`src/sv/assert_macros.svh`:
```
// Assertion helpers shared by the RTL. Each macro expects clk and arst_n in scope.
`ifndef ASSERT_MACROS_SVH
`define ASSERT_MACROS_SVH

`define FFRA_ASSERT(lbl, prop, msg) \
	lbl: assert property (@(posedge clk) disable iff (!arst_n) (prop)) else $error(msg);

`define FFRA_ASSERT_NEXT(lbl, ante, cons, msg) \
	lbl: assert property (@(posedge clk) disable iff (!arst_n) (ante) |=> (cons)) \
		else $error(msg);

`endif

```
`src/sv/ffra_ram.sv`:
```
`timescale 1ns / 1ps
// ----------------------------------------------------------------------------
// Generic RAM
// One write port and one read port with a registered read.
// ----------------------------------------------------------------------------
module ffra_ram #(
	parameter int WIDTH = 8,
	parameter int DEPTH = 16
) (
	input  logic                     clk,
	input  logic                     we,
	input  logic [$clog2(DEPTH)-1:0] waddr,
	input  logic [WIDTH-1:0]         wdata,
	input  logic                     re,
	input  logic [$clog2(DEPTH)-1:0] raddr,
	output logic [WIDTH-1:0]         rdata
);

	logic [WIDTH-1:0] mem_q [DEPTH];

	always_ff @(posedge clk) begin
		if (we) begin
			mem_q[waddr] <= wdata;
		end
		if (re) begin
			rdata <= mem_q[raddr];
		end
	end

endmodule

```
`config.mk`:
```
export PLATFORM = sky130hd
export DESIGN_NAME = ffra_ram
export DESIGN_NICKNAME = d
export VERILOG_FILES = /design/src/sv/assert_macros.svh /design/src/sv/ffra_ram.sv
export SDC_FILE = /design/constraint.sdc
export NUM_CORES = 1
export LEC_CHECK = 0
export ABC_AREA = 0
export ABC_CLOCK_PERIOD_IN_PS = 2210
export BUFFER_PORTS_ARGS = -buffer_cell sky130_fd_sc_hd__buf_2
export CAP_MARGIN = 30
export CELL_PAD_IN_SITES_DETAIL_PLACEMENT = 0
export CELL_PAD_IN_SITES_GLOBAL_PLACEMENT = 1
export CORE_MARGIN = 2
export CORE_UTILIZATION = 53
export CTS_CLUSTER_DIAMETER = 30
export DETAILED_ROUTE_END_ITERATION = 12
export GPL_TIMING_DRIVEN = 0
export PLACE_DENSITY_LB_ADDON = 0.1
export SLEW_MARGIN = 20
export SYNTH_ARGS = -nofsm -noshare
export SYNTH_HDL_FRONTEND = slang
export SYNTH_SLANG_ARGS = --single-unit
export TNS_END_PERCENT = 5
```
`constraint.sdc`:
```
create_clock -name clk -period 2.21 [get_ports clk]
set_clock_uncertainty 0.1 [all_clocks]
set_input_delay 0.442 -clock clk [delete_from_list [all_inputs] [get_ports clk]]
set_output_delay 0.442 -clock clk [all_outputs]
set_load 0.03 [all_outputs]
```
==> results.sh <==
export IMPL_outcome="finished clean"
export IMPL_synth_distinct_cells=18
export IMPL_slowest_delay_ps=680
export IMPL_die_h_um=103
export IMPL_core_area_mm2=0.00968
export IMPL_hold_path_class="input port to flop"
export IMPL_wl_um=9780
export IMPL_syn_area_mm2=0.00523
export IMPL_tritoncts="done"
export IMPL_cts_max_path_buffers=2
export IMPL_crit_arrival_ps=1760
export IMPL_synth_seq_area_share=0.781
export IMPL_place_ws_ps=-3.03
export IMPL_wl_per_cell_um=23.3
export IMPL_period_share=0.784
export IMPL_maxCapViolations=0
export IMPL_cpLargestDelayFamily="simple AND/OR/NAND/NOR gates"
export IMPL_synthCells=229
export IMPL_clkSinkCount=136
export IMPL_clkLatencyLatePin_ps=510
export IMPL_ys_seq_elements=136
export IMPL_power_leakage_nw=2.02
export IMPL_cts_hold_buf=0
export IMPL_layout_common_cells="136 x edfxtp_1, 28 x buf_2, 18 x mux4_2"
export IMPL_htree_levels=4
export IMPL_peakVddDrop_uv=596
export IMPL_final_common_cell="edfxtp_1"
export IMPL_ctsResizeCount=0
export IMPL_rsz0062_at_grt="no"
export IMPL_relSlewSlack=0.422
export IMPL_worstPathRequired_ps=2240
export IMPL_io_pins=27
export IMPL_first_iter_violations=178
export IMPL_crit_path_max_fanout=8
export IMPL_worstPathCellList="buf_2 -> or3b_2 -> nor2_1"
export IMPL_root_buffer="clkbuf_8"
export IMPL_crit_buf_inv=1
export IMPL_cts_inserted_buffers=17
export IMPL_finalHoldViolations=0
export IMPL_ant_nets=0
export IMPL_via_count=2397
export IMPL_power_density_mw_per_mm2=939
export IMPL_initial_core_util=0.540
export IMPL_end_kind="flop"
export IMPL_critPathKind="input port to flop"
export IMPL_drc=0
export IMPL_num_rows=36
export IMPL_drive_gt1_frac=0.301
export IMPL_setup_viol=0
export IMPL_antenna_found_initial=0
export IMPL_slowest_stage="nor2_1"
export IMPL_grt_use_total=0.205
export IMPL_postCtsSetupRepairBufs=0
export IMPL_n_antenna_cell=0
export IMPL_grt_pass1_wl_um=14500
export IMPL_final_nets=292
export IMPL_dp_hpwl_um=6230
export IMPL_syn_to_final_growth_pct=16.0
export IMPL_min_period_ps=1730
export IMPL_avgSynthCellArea_um2=22.8
export IMPL_vias_per_cell=5.72
export IMPL_setup_tns_ps=0
export IMPL_timing_final_ws_setup_ps=478
export IMPL_io_buffers=25
export IMPL_first_pass_iters=4
export IMPL_grt_overflow_total=0
export IMPL_slew_violations=0
export IMPL_worst_pin_slew_ps=864
export IMPL_yosys_warnings=0
export IMPL_synth_nets=248
export IMPL_start_kind="input port"
export IMPL_clkTransAtPathRegs_ps=60
export IMPL_place_congestion=0.778
export IMPL_grt_pass1_vias=2434
export IMPL_max_freq_ghz=0.577
export IMPL_die_area_mm2=0.0107
export IMPL_grt_max_degree=17
export IMPL_die_w_um=103
final cells by class:
type	instances	area (µm²)
clock buffer	18	418
multi-input combinational	83	1080
buffer	10	86.3
timing repair buffer	25	125
fill	697	3620
sequential	136	4080
clock inverter	14	108
tap	133	166
per-stage QoR:
stage               hold WS [ps]  instances  instance area (µm²)  utilization  power, W
global route                 179        419                 6060        0.626   0.00586
floorplan                    441        229                 5230            -   0.00314
detailed placement           658        387                 5540        0.572   0.00327
CTS                          176        419                 6060        0.626   0.00573
finish                       192        419                 6060        0.626   0.00569
global placement             636        387                 5520        0.570   0.00326
state kept, by name (all words and copies together) (netlist names):
signal and flops:
rdata 8, mem_q 128
routing by layer:
| metal | share of wire | track usage | routed length (µm) | vias up |
|---|---|---|---|---|
| li1 | - | - | - | 1073 |
| met1 | 0.43 | 0.285 | 4210 | 1240 |
| met2 | 0.51 | 0.330 | 4950 | 76 |
| met3 | 0.055 | 0.0551 | 535 | 8 |
| met4 | 0.0089 | 0.0526 | 87 | 0 |
| met5 | 0 | 0 | 0 | - |
power breakdown:
group | switching [W] | internal, W
Clock | 0.00100 | 0.00147
Sequential | 0.0000122 | 0.00291
Combinational | 0.000185 | 0.000112
Total | 0.00120 | 0.00449
cell usage after synthesis:
| cell | n | area, µm² |
|---|---|---|
| a22oi_1 | 16 | 120 |
| and2_1 | 1 | 6.26 |
| and2b_1 | 1 | 7.51 |
| buf_2 | 3 | 15.0 |
| buf_4 | 1 | 7.51 |
| buf_6 | 3 | 33.8 |
| clkdlybuf4s25_2 | 3 | 30.0 |
| edfxtp_1 | 136 | 4080 |
| mux4_1 | 14 | 368 |
| mux4_2 | 18 | 405 |
| nand2_1 | 9 | 33.8 |
| nand2b_1 | 2 | 12.5 |
| nand3_1 | 1 | 5.00 |
| nand3b_1 | 2 | 15.0 |
| nor2_1 | 13 | 48.8 |
| nor2b_1 | 1 | 6.26 |
| nor3_1 | 4 | 20.0 |
| or3b_2 | 1 | 8.76 |
logic make-up after synthesis:
family | after synthesis | synth area share
simple gates | 35 | 0.0314
flops | 136 | 0.781
mux | 32 | 0.148
compound gates | 16 | 0.0230
buf+inv | 10 | 0.0165
worst paths after layout:
path | start | end | slack (ps) | cells after the start
worst max-delay path | waddr[2] | mem_q[1][4]$_DFFE_PP_ | 480 | 3
worst min-delay path | re | rdata[4]$_DFFE_PP_ | 190 | 1
worst max register to register | mem_q[1][1]$_DFFE_PP_ | rdata[1]$_DFFE_PP_ | 510 | 3
worst min register to register | mem_q[15][0]$_DFFE_PP_ | rdata[0]$_DFFE_PP_ | 670 | 3
Power figures use the tool's default switching activity.
